==> config.mk <==
export PLATFORM = sky130hd
export DESIGN_NAME = leg_step_trajectory_generator
export DESIGN_NICKNAME = d
export VERILOG_FILES = /design/src/hw/rtl/lstg_pkg.sv /design/src/hw/rtl/lstg_ctrl.sv /design/src/hw/rtl/lstg_dp.sv /design/src/hw/rtl/leg_step_trajectory_generator.sv
export SDC_FILE = /design/constraint.sdc
export NUM_CORES = 2
export LEC_CHECK = 0
export ABC_AREA = 1
export BUFFER_PORTS_ARGS = -buffer_cell sky130_fd_sc_hd__buf_2
export CORE_MARGIN = 2
export CORE_UTILIZATION = 30
export DETAILED_ROUTE_END_ITERATION = 8
export PLACE_DENSITY = 0.53
export SETUP_SLACK_MARGIN = 0.1
export SYNTH_ARGS = -nofsm -noshare
export SYNTH_HDL_FRONTEND = slang
export SYNTH_SLANG_ARGS = --single-unit
==> constraint.sdc <==
create_clock -name i_clk -period 18.05 [get_ports i_clk]
set_input_delay 1.805 -clock i_clk [delete_from_list [all_inputs] [get_ports i_clk]]
set_output_delay 1.805 -clock i_clk [all_outputs]
set_load 0.01 [all_outputs]
==> src/hw/rtl/lstg_pkg.sv <==
// Package for the leg step trajectory generator.
// Holds constants, config register codes, controller/datapath interface types and leg tables.
// No dependencies.
package lstg_pkg;

    localparam int MAX_POINTS_DEF = 255;
    localparam int MIN_POINTS     = 10;
    localparam int DIV_STEPS      = 24;   // 8-bit index followed by 16 fraction bits
    localparam int CFG_IDX_W      = 2;
    localparam int CFG_DATA_W     = 13;

    localparam logic [2:0]  LEG_SELECT_RST  = 3'd1;
    localparam logic [12:0] STEP_LEN_RST    = 13'd1536;
    localparam logic [11:0] LIFT_H_RST      = 12'd1024;
    localparam logic [7:0]  POINT_COUNT_RST = 8'd200;

    localparam logic signed [15:0] BASE_Z_Q = -16'sd6144;

    typedef enum logic [CFG_IDX_W-1:0] {
        CFG_LEG_SELECT  = 2'd0,
        CFG_STEP_LEN    = 2'd1,
        CFG_LIFT_H      = 2'd2,
        CFG_POINT_COUNT = 2'd3
    } t_cfg_idx;

    typedef struct packed {
        logic load;
        logic div_step;
        logic mul1;
        logic mul2;
        logic mul3;
        logic out_load;
    } t_dp_cmd;

    typedef struct packed {
        logic out_busy;
    } t_dp_stat;

    // leg 0 behaves as leg 1, leg 7 as leg 6
    function automatic logic signed [15:0] leg_base_x(input logic [2:0] leg);
        logic signed [15:0] v;
        case (leg)
            3'd0, 3'd1: v = 16'sd4608;
            3'd2:       v = -16'sd4608;
            3'd3:       v = 16'sd5632;
            3'd4:       v = -16'sd5632;
            3'd5:       v = 16'sd4608;
            default:    v = -16'sd4608;
        endcase
        return v;
    endfunction

    function automatic logic signed [15:0] leg_base_y(input logic [2:0] leg);
        logic signed [15:0] v;
        case (leg)
            3'd0, 3'd1, 3'd2: v = -16'sd3840;
            3'd3, 3'd4:       v = 16'sd0;
            default:          v = 16'sd3840;
        endcase
        return v;
    endfunction

endpackage

==> src/hw/rtl/lstg_ctrl.sv <==
// Controller FSM for the leg step trajectory generator.
// Sequences load, divide, multiply and output steps of the datapath. Uses lstg_pkg.
module lstg_ctrl import lstg_pkg::*; (
    input  logic     i_clk,
    input  logic     i_rst_n,
    input  logic     i_s_tvalid,
    output logic     o_s_tready,
    input  t_dp_stat i_stat,
    output t_dp_cmd  o_cmd
);

    localparam int CntW = $clog2(DIV_STEPS);

    typedef enum logic [5:0] {
        S_IDLE = 6'b000001,
        S_DIV  = 6'b000010,
        S_MUL1 = 6'b000100,
        S_MUL2 = 6'b001000,
        S_MUL3 = 6'b010000,
        S_OUT  = 6'b100000
    } t_state;

    t_state            r_state, n_state;
    logic [CntW-1:0]   r_cnt, n_cnt;

    always_comb begin
        n_state    = r_state;
        n_cnt      = r_cnt;
        o_cmd      = '0;
        o_s_tready = 1'b0;
        case (r_state)
            S_IDLE: begin
                o_s_tready = 1'b1;
                if (i_s_tvalid) begin
                    o_cmd.load = 1'b1;
                    n_cnt      = '0;
                    n_state    = S_DIV;
                end
            end
            S_DIV: begin
                o_cmd.div_step = 1'b1;
                n_cnt          = r_cnt + 1'b1;
                if (r_cnt == CntW'(DIV_STEPS - 1)) begin
                    n_state = S_MUL1;
                end
            end
            S_MUL1: begin
                o_cmd.mul1 = 1'b1;
                n_state    = S_MUL2;
            end
            S_MUL2: begin
                o_cmd.mul2 = 1'b1;
                n_state    = S_MUL3;
            end
            S_MUL3: begin
                o_cmd.mul3 = 1'b1;
                n_state    = S_OUT;
            end
            S_OUT: begin
                if (!i_stat.out_busy) begin
                    o_cmd.out_load = 1'b1;
                    n_state        = S_IDLE;
                end
            end
            default: begin
                n_state = S_IDLE;
            end
        endcase
    end

    always_ff @(posedge i_clk) begin
        if (!i_rst_n) begin
            r_state <= S_IDLE;
            r_cnt   <= '0;
        end else begin
            r_state <= n_state;
            r_cnt   <= n_cnt;
        end
    end

`ifndef ASSERT_OFF
    a_out_free: assert property (@(posedge i_clk) disable iff (!i_rst_n)
        o_cmd.out_load |-> !i_stat.out_busy)
        else $error("result loaded into a busy output register");
    a_div_len: assert property (@(posedge i_clk) disable iff (!i_rst_n)
        o_cmd.load |-> ##(DIV_STEPS + 1) o_cmd.mul1)
        else $error("divide did not take the full step count");
    a_state_onehot: assert property (@(posedge i_clk) disable iff (!i_rst_n)
        $onehot(r_state))
        else $error("controller state not one-hot");
`endif

endmodule

==> src/hw/rtl/lstg_dp.sv <==
// Datapath for the leg step trajectory generator.
// Config registers, step bookkeeping, serial divider, multiply steps and output register.
// Uses lstg_pkg; driven by lstg_ctrl.
module lstg_dp import lstg_pkg::*; #(
    parameter int P_MAX_POINTS = MAX_POINTS_DEF
) (
    input  logic                  i_clk,
    input  logic                  i_rst_n,
    input  logic                  i_cfg_wr_en,
    input  logic [CFG_IDX_W-1:0]  i_cfg_idx,
    input  logic [CFG_DATA_W-1:0] i_cfg_wdata,
    input  logic                  i_start_req,
    input  t_dp_cmd               i_cmd,
    output t_dp_stat              o_stat,
    input  logic                  i_m_tready,
    output logic                  o_m_tvalid,
    output logic [55:0]           o_m_tdata,
    output logic [1:0]            o_m_tuser,
    output logic                  o_m_tlast
);

    localparam int PtsW = $clog2(P_MAX_POINTS + 1);
    localparam int CmpW = (PtsW > 8) ? PtsW : 8;

    // config
    logic [2:0]  r_leg;
    logic [12:0] r_step;
    logic [11:0] r_lift;
    logic [7:0]  r_npts;

    always_ff @(posedge i_clk) begin
        if (!i_rst_n) begin
            r_leg  <= LEG_SELECT_RST;
            r_step <= STEP_LEN_RST;
            r_lift <= LIFT_H_RST;
            r_npts <= POINT_COUNT_RST;
        end else if (i_cfg_wr_en) begin
            case (t_cfg_idx'(i_cfg_idx))
                CFG_LEG_SELECT:  r_leg  <= i_cfg_wdata[2:0];
                CFG_STEP_LEN:    r_step <= i_cfg_wdata[12:0];
                CFG_LIFT_H:      r_lift <= i_cfg_wdata[11:0];
                CFG_POINT_COUNT: r_npts <= i_cfg_wdata[7:0];
                default: ;
            endcase
        end
    end

    // phase lengths: swing = floor(3N/5) via 615/1024 = 3 * 205/1024
    logic [CmpW-1:0] w_n_ext;
    logic [7:0]      w_n;
    logic [18:0]     w_sw_prod;
    logic [7:0]      w_sw;
    logic [7:0]      w_st;

    always_comb begin
        w_n_ext = CmpW'(r_npts);
        if (w_n_ext < CmpW'(MIN_POINTS)) begin
            w_n_ext = CmpW'(MIN_POINTS);
        end
        if (w_n_ext > CmpW'(P_MAX_POINTS)) begin
            w_n_ext = CmpW'(P_MAX_POINTS);
        end
        w_n       = w_n_ext[7:0];
        w_sw_prod = 19'(w_n) * 19'd615;
        w_sw      = w_sw_prod[17:10];
        w_st      = w_n - w_sw;
    end

    // step bookkeeping
    logic       r_run, n_run;
    logic       r_ph, n_ph;
    logic [7:0] r_idx, n_idx;
    logic [7:0] w_cur_end, w_end;

    always_comb begin
        n_run     = r_run;
        n_ph      = r_ph;
        n_idx     = r_idx;
        w_cur_end = r_ph ? w_st : w_sw;
        if (i_start_req) begin
            n_run = 1'b1;
            n_ph  = 1'b0;
            n_idx = '0;
        end else if (r_run) begin
            if (r_idx >= w_cur_end) begin
                if (!r_ph) begin
                    n_ph  = 1'b1;
                    n_idx = '0;
                end else begin
                    n_run = 1'b0;
                    n_ph  = 1'b0;
                    n_idx = '0;
                end
            end else begin
                n_idx = r_idx + 8'd1;
            end
        end
        w_end = n_ph ? w_st : w_sw;
        if (n_run && n_idx > w_end) begin
            n_idx = w_end;
        end
    end

    always_ff @(posedge i_clk) begin
        if (!i_rst_n) begin
            r_run <= 1'b0;
            r_ph  <= 1'b0;
            r_idx <= '0;
        end else if (i_cmd.load) begin
            r_run <= n_run;
            r_ph  <= n_ph;
            r_idx <= n_idx;
        end
    end

    // restoring divider: t = (idx << 16) / end
    logic [7:0]  r_den;
    logic [7:0]  r_rem;
    logic [23:0] r_quo;
    logic [8:0]  w_rem_sh;
    logic        w_qbit;

    assign w_rem_sh = {r_rem, r_quo[23]};
    assign w_qbit   = (w_rem_sh >= {1'b0, r_den});

    always_ff @(posedge i_clk) begin
        if (i_cmd.load) begin
            r_den <= w_end;
            r_rem <= '0;
            r_quo <= {n_idx, 16'd0};
        end else if (i_cmd.div_step) begin
            r_rem <= w_qbit ? 8'(w_rem_sh - {1'b0, r_den}) : w_rem_sh[7:0];
            r_quo <= {r_quo[22:0], w_qbit};
        end
    end

    // multiply steps
    logic [16:0] w_t, w_tc;
    logic [33:0] w_t2p, w_up;
    logic [34:0] w_sp;
    logic [42:0] w_ap;
    logic [29:0] w_dp;
    logic [16:0] r_t2;
    logic [30:0] r_u;
    logic [17:0] r_w;
    logic [16:0] r_s;
    logic [11:0] r_arc;
    logic [12:0] r_d;

    assign w_t   = r_quo[16:0];
    assign w_tc  = 17'(18'h10000 - 18'(w_t));
    assign w_t2p = 34'(w_t) * 34'(w_t);
    assign w_up  = 34'(w_t) * 34'(w_tc);
    assign w_sp  = 35'(r_t2) * 35'(r_w);
    assign w_ap  = 43'(r_lift) * 43'(r_u);
    assign w_dp  = 30'(r_step) * 30'(r_s);

    always_ff @(posedge i_clk) begin
        if (i_cmd.mul1) begin
            r_t2 <= w_t2p[32:16];
            r_u  <= w_up[30:0];
            r_w  <= 18'(18'h30000 - {w_t, 1'b0});
        end
        if (i_cmd.mul2) begin
            r_s   <= w_sp[32:16];
            r_arc <= w_ap[41:30];
        end
        if (i_cmd.mul3) begin
            r_d <= w_dp[28:16];
        end
    end

    // result assembly and output register
    logic signed [15:0] w_bx, w_by, w_y, w_z;
    logic               w_last;

    always_comb begin
        w_bx   = leg_base_x(r_leg);
        w_by   = leg_base_y(r_leg);
        w_y    = w_by;
        w_z    = BASE_Z_Q;
        w_last = 1'b0;
        if (r_run) begin
            if (!r_ph) begin
                w_y = w_by - signed'({3'd0, r_d});
                w_z = BASE_Z_Q - signed'({4'd0, r_arc});
            end else begin
                w_y    = w_by - signed'({3'd0, r_step}) + signed'({3'd0, r_d});
                w_last = (r_idx == r_den);
            end
        end
    end

    logic        r_out_valid;
    logic [55:0] r_out_data;
    logic [1:0]  r_out_user;
    logic        r_out_last;

    always_ff @(posedge i_clk) begin
        if (!i_rst_n) begin
            r_out_valid <= 1'b0;
        end else if (i_cmd.out_load) begin
            r_out_valid <= 1'b1;
        end else if (i_m_tready) begin
            r_out_valid <= 1'b0;
        end
    end

    always_ff @(posedge i_clk) begin
        if (i_cmd.out_load) begin
            r_out_data <= {(r_run ? r_idx : 8'd0), w_z, w_y, w_bx};
            r_out_user <= {r_run, r_run & r_ph};
            r_out_last <= w_last;
        end
    end

    assign o_stat.out_busy = r_out_valid && !i_m_tready;
    assign o_m_tvalid      = r_out_valid;
    assign o_m_tdata       = r_out_data;
    assign o_m_tuser       = r_out_user;
    assign o_m_tlast       = r_out_last;

`ifndef ASSERT_OFF
    a_restart: assert property (@(posedge i_clk) disable iff (!i_rst_n)
        i_cmd.load && i_start_req |=> r_run && !r_ph && r_idx == 8'd0)
        else $error("restart did not return to swing point zero");
    a_idx_range: assert property (@(posedge i_clk) disable iff (!i_rst_n)
        i_cmd.load |=> r_idx <= r_den)
        else $error("waypoint index beyond end of phase");
    a_rem_range: assert property (@(posedge i_clk) disable iff (!i_rst_n)
        i_cmd.div_step |=> r_rem < r_den)
        else $error("divider remainder out of range");
`endif

endmodule

==> src/hw/rtl/leg_step_trajectory_generator.sv <==
// Top level of the leg step trajectory generator.
// Instantiates lstg_ctrl (FSM) and lstg_dp (datapath); uses lstg_pkg.
//
// Every request on the slave stream yields one foot waypoint on the master stream:
// start_req restarts the step at swing point zero, otherwise the step advances one point.
// Swing has floor(3N/5)+1 points with smoothstep y and a parabolic z lift; stance returns
// along the ground. When no step runs, the idle base position is returned with active low.
// A request runs from acceptance through the bit-serial divider that forms t, then three
// multiply steps, the output load and the output register.
// One request is in flight at a time, so a new request is taken only once the last one's
// result is loaded; the output register lets the next request in while a result waits.
// Config writes are taken any cycle but must only occur while the block is idle.
module leg_step_trajectory_generator import lstg_pkg::*; #(
    parameter int P_MAX_POINTS = MAX_POINTS_DEF
) (
    input  logic                  i_clk,
    input  logic                  i_rst_n,
    input  logic                  i_cfg_wr_en,
    input  logic [CFG_IDX_W-1:0]  i_cfg_idx,
    input  logic [CFG_DATA_W-1:0] i_cfg_wdata,
    input  logic                  s_axis_tvalid,
    output logic                  s_axis_tready,
    input  logic [7:0]            s_axis_tdata,   // [0] start_req
    output logic                  m_axis_tvalid,
    input  logic                  m_axis_tready,
    output logic [55:0]           m_axis_tdata,   // pos_x, pos_y, pos_z, point_index
    output logic [1:0]            m_axis_tuser,   // phase, active
    output logic                  m_axis_tlast
);

    t_dp_cmd  w_cmd;
    t_dp_stat w_stat;

    lstg_ctrl u_ctrl (
        .i_clk      (i_clk),
        .i_rst_n    (i_rst_n),
        .i_s_tvalid (s_axis_tvalid),
        .o_s_tready (s_axis_tready),
        .i_stat     (w_stat),
        .o_cmd      (w_cmd)
    );

    lstg_dp #(
        .P_MAX_POINTS (P_MAX_POINTS)
    ) u_dp (
        .i_clk       (i_clk),
        .i_rst_n     (i_rst_n),
        .i_cfg_wr_en (i_cfg_wr_en),
        .i_cfg_idx   (i_cfg_idx),
        .i_cfg_wdata (i_cfg_wdata),
        .i_start_req (s_axis_tdata[0]),
        .i_cmd       (w_cmd),
        .o_stat      (w_stat),
        .i_m_tready  (m_axis_tready),
        .o_m_tvalid  (m_axis_tvalid),
        .o_m_tdata   (m_axis_tdata),
        .o_m_tuser   (m_axis_tuser),
        .o_m_tlast   (m_axis_tlast)
    );

endmodule
Word level (Yosys, flattened, before mapping)
Index checks and enable logic that the tools add are counted.
{ "op_classes": {"addsub": 10, "multipliers": 6, "order_cmp": 5, "eq_ne": 19, "mux": 39, "n_bitwise": 2, "n_reduce_logical": 19} }
{ "op_table": {"columns": ["cell", "n"], "rows": [
  ["two-way mux 8 bit", 9],
  ["two-way mux 24 bit", 2],
  ["case mux 16 bit (3 select lines)", 1],
  ["multiplier 12 x 31 -> 42 bit", 1],
  ["case mux 6 bit (6 select lines)", 1],
  ["multiplier 17 x 17 -> 33 bit", 1],
  ["multiplier 17 x 18 -> 33 bit", 1],
  ["two-way mux 16 bit", 2],
  ["case mux 16 bit (2 select lines)", 1],
  ["subtractor 16 x 14 -> 16 bit", 2],
  ["multiplier 17 x 17 -> 31 bit", 1],
  ["multiplier 13 x 17 -> 29 bit", 1],
  ["multiplier 8 x 10 -> 18 bit (second input constant)", 1],
  ["two-way mux 1 bit", 18],
  ["two-way mux 6 bit", 3],
  ["subtractor 18 bit (first input constant)", 1],
  ["subtractor 17 bit (first input constant)", 1],
  ["adder 16 x 14 -> 16 bit", 1],
  ["subtractor 8 bit", 2],
  ["subtractor 14 x 13 -> 15 bit (first input constant)", 1],
  ["AND reduction 2 bit", 6],
  ["case mux 5 bit (2 select lines)", 1],
  [">= comparator 9 x 8 -> 1 bit", 1],
  ["adder 8 x 1 -> 8 bit (second input constant)", 1],
  ["other kinds (31)", 40]
]} }
{ "totals": {"regBits": 265, "output_inout_bits": 61} }

Depth between registers and ports, before layout
{ "logic_depth": {"depth_word": 16, "mapped_depth": 55, "depth_no_buf": 54} }

Cells and area by module
Synthesis repeated with hierarchy kept, for this count alone.
{ "unflattened": {"hier_cells": 6915, "area_unflattened_um2": 56884.6} }
{ "by_module_without_submodules": {"columns": ["mod", "n_inst", "cells_each", "area_each_um2"], "rows": [
  ["lstg_dp", 1, 6827, 56276.5],
  ["lstg_ctrl", 1, 88, 608.1]
]} }

Worst setup path after synthesis
No wires, ideal clock.
{ "synth_timing": {"path_kind": "register to register", "startpoint": "register u_dp.r_npts[6]", "endpoint": "register u_dp.r_quo[17], data pin", "setup_ps": 264, "arrival_ps": 8030, "slack_ps": 9756, "path_stages_with_launch": 50, "n_path_buf": 2, "path_cell_list": "dfxtp_1 inv_1 ha_1 nand3_1 nor2_1 nor2_1 inv_1 ha_1 fa_1 inv_1 fa_1 inv_1 fa_1 ha_1 a21oi_1 nand2_1 a21oi_1 xor2_1 [... 14 more ...] ha_1 nor2_1 nor3_1 inv_1 clkbuf_1 nand2_1 o21a_1 inv_1 ha_1 a21oi_1 o21ai_0 nand2_1 o211ai_1 nand3_1 clkbuf_1 nand2_1 o211ai_1 o21ai_1"} }
{ "synth_between": {"elab_chain_cells": 16, "word_cells_on_any_way": 22} }
{ "synth_lines": {"columns": ["item", "line", "source"], "rows": [
  ["from (decl)", "lstg_dp.sv:29", "logic [7:0] r_npts;"],
  ["from (signal assigned)", "lstg_dp.sv:42", "CFG_POINT_COUNT: r_npts <= i_cfg_wdata[7:0];"],
  ["< comparator 8 x 4 -> 1 bit", "lstg_dp.sv:57", "if (w_n_ext < CmpW'(MIN_POINTS)) begin"],
  ["two-way mux 8 bit (*)", "lstg_dp.sv:57", null],
  ["greater-than comparator 8 bit", "lstg_dp.sv:60", "if (w_n_ext > CmpW'(P_MAX_POINTS)) begin"],
  ["two-way mux 8 bit (*)", "lstg_dp.sv:60", null],
  ["multiplier 8 x 10 -> 18 bit", "lstg_dp.sv:64", "w_sw_prod = 19'(w_n) * 19'd615;"],
  ["subtractor 8 bit", "lstg_dp.sv:66", "w_st = w_n - w_sw;"],
  ["two-way mux 8 bit", "lstg_dp.sv:79", "w_cur_end = r_ph ? w_st : w_sw;"],
  [">= comparator 8 bit", "lstg_dp.sv:85", "if (r_idx >= w_cur_end) begin"],
  ["two-way mux 1 bit", "lstg_dp.sv:85", null],
  ["two-way mux 1 bit", "lstg_dp.sv:84", "end else if (r_run) begin"],
  ["two-way mux 1 bit", "lstg_dp.sv:80", "if (i_start_req) begin"],
  ["two-way mux 8 bit (*)", "lstg_dp.sv:98", "w_end = n_ph ? w_st : w_sw;"],
  ["via u_dp.w_end[3]", "lstg_dp.sv:73", "logic [7:0] w_cur_end, w_end;"],
  ["greater-than comparator 8 bit (*)", "lstg_dp.sv:99", "if (n_run && n_idx > w_end) begin"],
  ["logical AND 1 bit (*)", "lstg_dp.sv:99", null],
  ["two-way mux 8 bit (*)", "lstg_dp.sv:99", null],
  ["two-way mux 24 bit (*)", "lstg_dp.sv:127", "if (i_cmd.load) begin"],
  ["to (signal assigned)", "lstg_dp.sv:130", "r_quo <= {n_idx, 16'd0};"],
  ["to (signal assigned)", "lstg_dp.sv:133", "r_quo <= {r_quo[22:0], w_qbit};"],
  ["to (decl)", "lstg_dp.sv:119", "logic [23:0] r_quo;"]
]} }
The timed path passes the listed nets; every way through them passes the cells marked *.
A chain may end at the register's enable or synchronous reset.

Worst setup path after layout
{ "layout_timing": {"startpoint": "register u_dp.r_npts[5]", "endpoint": "register u_dp.r_quo[16], data pin"} }
Same word-level chain as after synthesis.

==> results.md <==
- Fin crit period: 10.25 ns
- RR Startpoint: u_dp.r_npts[5]$_SDFFE_PN0P_
- Top-count cell post-synth: inv_1
- Layout Skew: 0.0171 ns
- Reg power frac: 26.7%
- Top cells by area, synth: fa_1 (39%), ha_1 (12%), inv_1 (12%)
- Post-synth EDFFs: 166
- Fin. Hold Viols: 0
- Max-cap violations: 0
- Critical path's largest stage delay: 0.63 ns
- Initial DRC Count: 2409
- Post-Syn Area: 0.0567 mm2
- Pwr Density: 44.3 mW/mm2
- DP HPWL: 117000 um
- Asr flop ratio synth: 0%
- DR pass1 iterations: 7
- Starting Density: 30.2%
- CTS tree: done
- Ys flop type: edfxtp_1
- CP max-delay cell: o211ai_1
- YS warnings: 0
- IR Drop Worst-Case VDD: 56.6 uV
- Worst Setup End Kind: flop
- Sw Share: 43.7%
- Core outline area: 0.188 mm2
- Ant diodes: 0
- Setup CP Type: reg -> reg
- Clock sink total: 248
- Multi-input gate area: 0.0419 mm2
- DRT Wirelength: 147000 um
- Synth top cells by count: inv_1 (1841), nand2_1 (1612), fa_1 (1107)
- Wirelength per Cell: 15.8 um
- Fill count: 19900
- GP Congestion: 0.876
- #FFs+latches synth: 248
- Largest net degree at the start of global routing: 66
- Hold_buf cts: 0
- Final setup violation count: 0
- Failing checks: design-rule violations
- Latest clock arrival within the worst-skew pair: 0.64 ns
- Die Height: 439 um
- Antenna violations before repair: 0
- Proportion of layout cells with a drive suffix above 1: 2.94%
- R2R depth: 46
- Overall Global Routing Usage: 15.6%
- DR vias/cell: 4.59
- Die area: 0.192 mm2
- Final ANT Viol Nets: 0
- Worst Setup EP: u_dp.r_quo[16]$_DFFE_PP_
- Status: finished with violations
- TritonCTS buffer count: 31
- Crit path depth: 46
- Htree depth: 1
- Post-cts sizing count: 0
- First-pass GRT wire length: 244000 um
- Rows: 159
- Clock network fraction of design power: 24.3%
- Synthesized instance count: 6905
- FF/Latch Area: 0.00663 mm2
- Final worst slack: 7.80 ns
- Seq/Total Area, Yosys: 11.7%
- Worst setup SP type: flop
- Die X: 439 um
- IO Pins: 89
- RSZ-0062 raised after global routing: false
- Logic pwr share: 49.0%
- Slew @ Worst Pin: 1.20 ns
- Most Frequent Cell on Critical Path: nand2_1
- Delay-heaviest family, CP: simple AND/OR/NAND/NOR gates
- RR Endpoint: u_dp.r_quo[16]$_DFFE_PP_
- PortBufs: 69
- Slew Limit Fails: 0
- Vias in the first global route: 45900
- Clock transition at path regs: 0.06 ns
- Layout area overhead: 6.67%
- Post-Syn Area per Cell: 8.21 um2
- Total gr overflow: 0
- Post-Place Setup Slack: 7.88 ns
- Hold WC Path Type: reg -> reg
- CTS Root Cell: clkbuf_16
- Post-CTS setup buffers: 0
- Post-route DRC violation count: 17
- Hold WS: 0.468 ns
- Final #Nets: 8466
- Pleak: 31.6 nW
- Top cell type by total area after synthesis: fa_1
- CP startpoint: u_dp.r_npts[5]$_SDFFE_PN0P_
- Crit Path Max Fanout: 11
- Top cell type's share of synthesized area: 39.1%
- DR vias: 42600
- Final TNS setup: 0 ns
- Pint: 0.00151 W
- Fin crit share: 56.8%
- Worst reg2reg setup slack: 7.80 ns
- Synth unique cells: 54
- Total net switching power: 0.00117 W
- FMAX: 97.6 MHz
- Critical Path RT: 18.41 ns
- Slew HR: 19.9%
- CP Buf/Inv Count: 6
- Max Root-Sink Buffers: 3
- Worst EP arrival: 10.61 ns
per-layer routing:
layer / vias to the layer above / global-route usage [%] / routed length [um]
met3: 122 / 1.32 / 7080
met1: 21500 / 21.4 / 66800
li1: 20000 / - / -
met2: 1007 / 27.2 / 70600
met5: - / 0 / 0
met4: 0 / 2.38 / 2200
worst min-delay path by stage:
| stage | endpoint | from | cells past startpoint |
|---|---|---|---|
| final | u_dp.r_rem[7]$_SDFFE_PP0P_ | u_dp.r_rem[7]$_SDFFE_PP0P_ | 2 |
| after global routing | u_dp.r_rem[7]$_SDFFE_PP0P_ | u_dp.r_rem[7]$_SDFFE_PP0P_ | 2 |
| after CTS | u_dp.r_rem[7]$_SDFFE_PP0P_ | u_dp.r_rem[7]$_SDFFE_PP0P_ | 2 |
| after detailed placement | u_dp.r_rem[7]$_SDFFE_PP0P_ | u_dp.r_rem[7]$_SDFFE_PP0P_ | 2 |
| after global placement | u_dp.r_rem[7]$_SDFFE_PP0P_ | u_dp.r_rem[7]$_SDFFE_PP0P_ | 2 |
| after floorplan | u_dp.o_m_tuser[1]$_DFFE_PP_ | u_dp.r_run$_SDFFE_PN0P_ | 0 |
cell usage in the layout, fill, tap and decap left out, drive strengths merged, types with 40 or more instances in the layout:
cell	n
xnor2	54
clkbuf	40
inv	1862
a21oi	264
nand3	74
fa	1107
xor2	93
edfxtp	166
nor3	40
nand2	1613
ha	554
buf	120
dfxtp	82
o21ai	184
nor2	322
area by class of cell:
type / instances / share of cell area (%)
well taps: 2495 / 5.16
repair buffers: 120 / 1.20
clock buffers: 40 / 1.36
inverters: 1869 / 11.6
multi-input cells: 4507 / 69.3
clock inverters: 18 / 0.364
flip-flops and latches: 248 / 11.0
state kept, by name, summed over array words and instances, names as in the netlist, 12 cells and up:
register,flops
u_dp.r_quo,24
u_dp.r_d,13
u_dp.r_lift,12
u_dp.r_arc,12
u_dp.r_step,13
u_dp.o_m_tdata,41
u_dp.r_s,17
u_dp.r_u,31
u_dp.r_t2,17
u_dp.r_w,16
power groups by stage:
| stage | clock network (W) | logic [W] | registers (W) |
|---|---|---|---|
| after global placement | 0 | 0.00131 | 0.000726 |
| final | 0.000651 | 0.00131 | 0.000714 |
| after floorplan | 0 | 0.000962 | 0.000709 |
| after global routing | 0.000688 | 0.00151 | 0.000720 |
| after detailed placement | 0 | 0.00131 | 0.000726 |
| after CTS | 0.000669 | 0.00132 | 0.000714 |
stage by stage:
step | std cells | util (%) | area (um2) | total power, W
2_1_floorplan | 6915 | - | 56700 | 0.00167
4_1_cts | 9297 | 32.2 | 60400 | 0.00270
6_report | 9297 | 32.2 | 60400 | 0.00268
5_1_grt | 9297 | 32.2 | 60400 | 0.00292
3_5_place_dp | 9239 | 31.6 | 59400 | 0.00204
3_3_place_gp | 9239 | 31.6 | 59400 | 0.00203
logic make-up (layout without fill, tap and decap cells):
| family | Yosys count | after routing | share of synthesized area (%) |
|---|---|---|---|
| AOI/OAI and AO/OA | 576 | 576 | 5.64 |
| DFF | 248 | 248 | 11.7 |
| buffers and inverters | 2160 | 2047 | 14.4 |
| xor gates and xnor gates | 147 | 147 | 2.27 |
| other | 2 | 12 | 0.0133 |
| adders and majority gates | 1661 | 1661 | 51.3 |
| and+or+nand+nor | 2111 | 2111 | 14.6 |
tightest hold or removal path: cells and delay by family, from the launching register on:
| family | cells | cell delay, ns |
|---|---|---|
| AOI/OAI and AO/OA | 1 | 0.05 |
| DFF | 1 | 0.31 |
| and+or+nand+nor | 1 | 0.06 |
No activity file was read; power rests on OpenSTA's default activity.
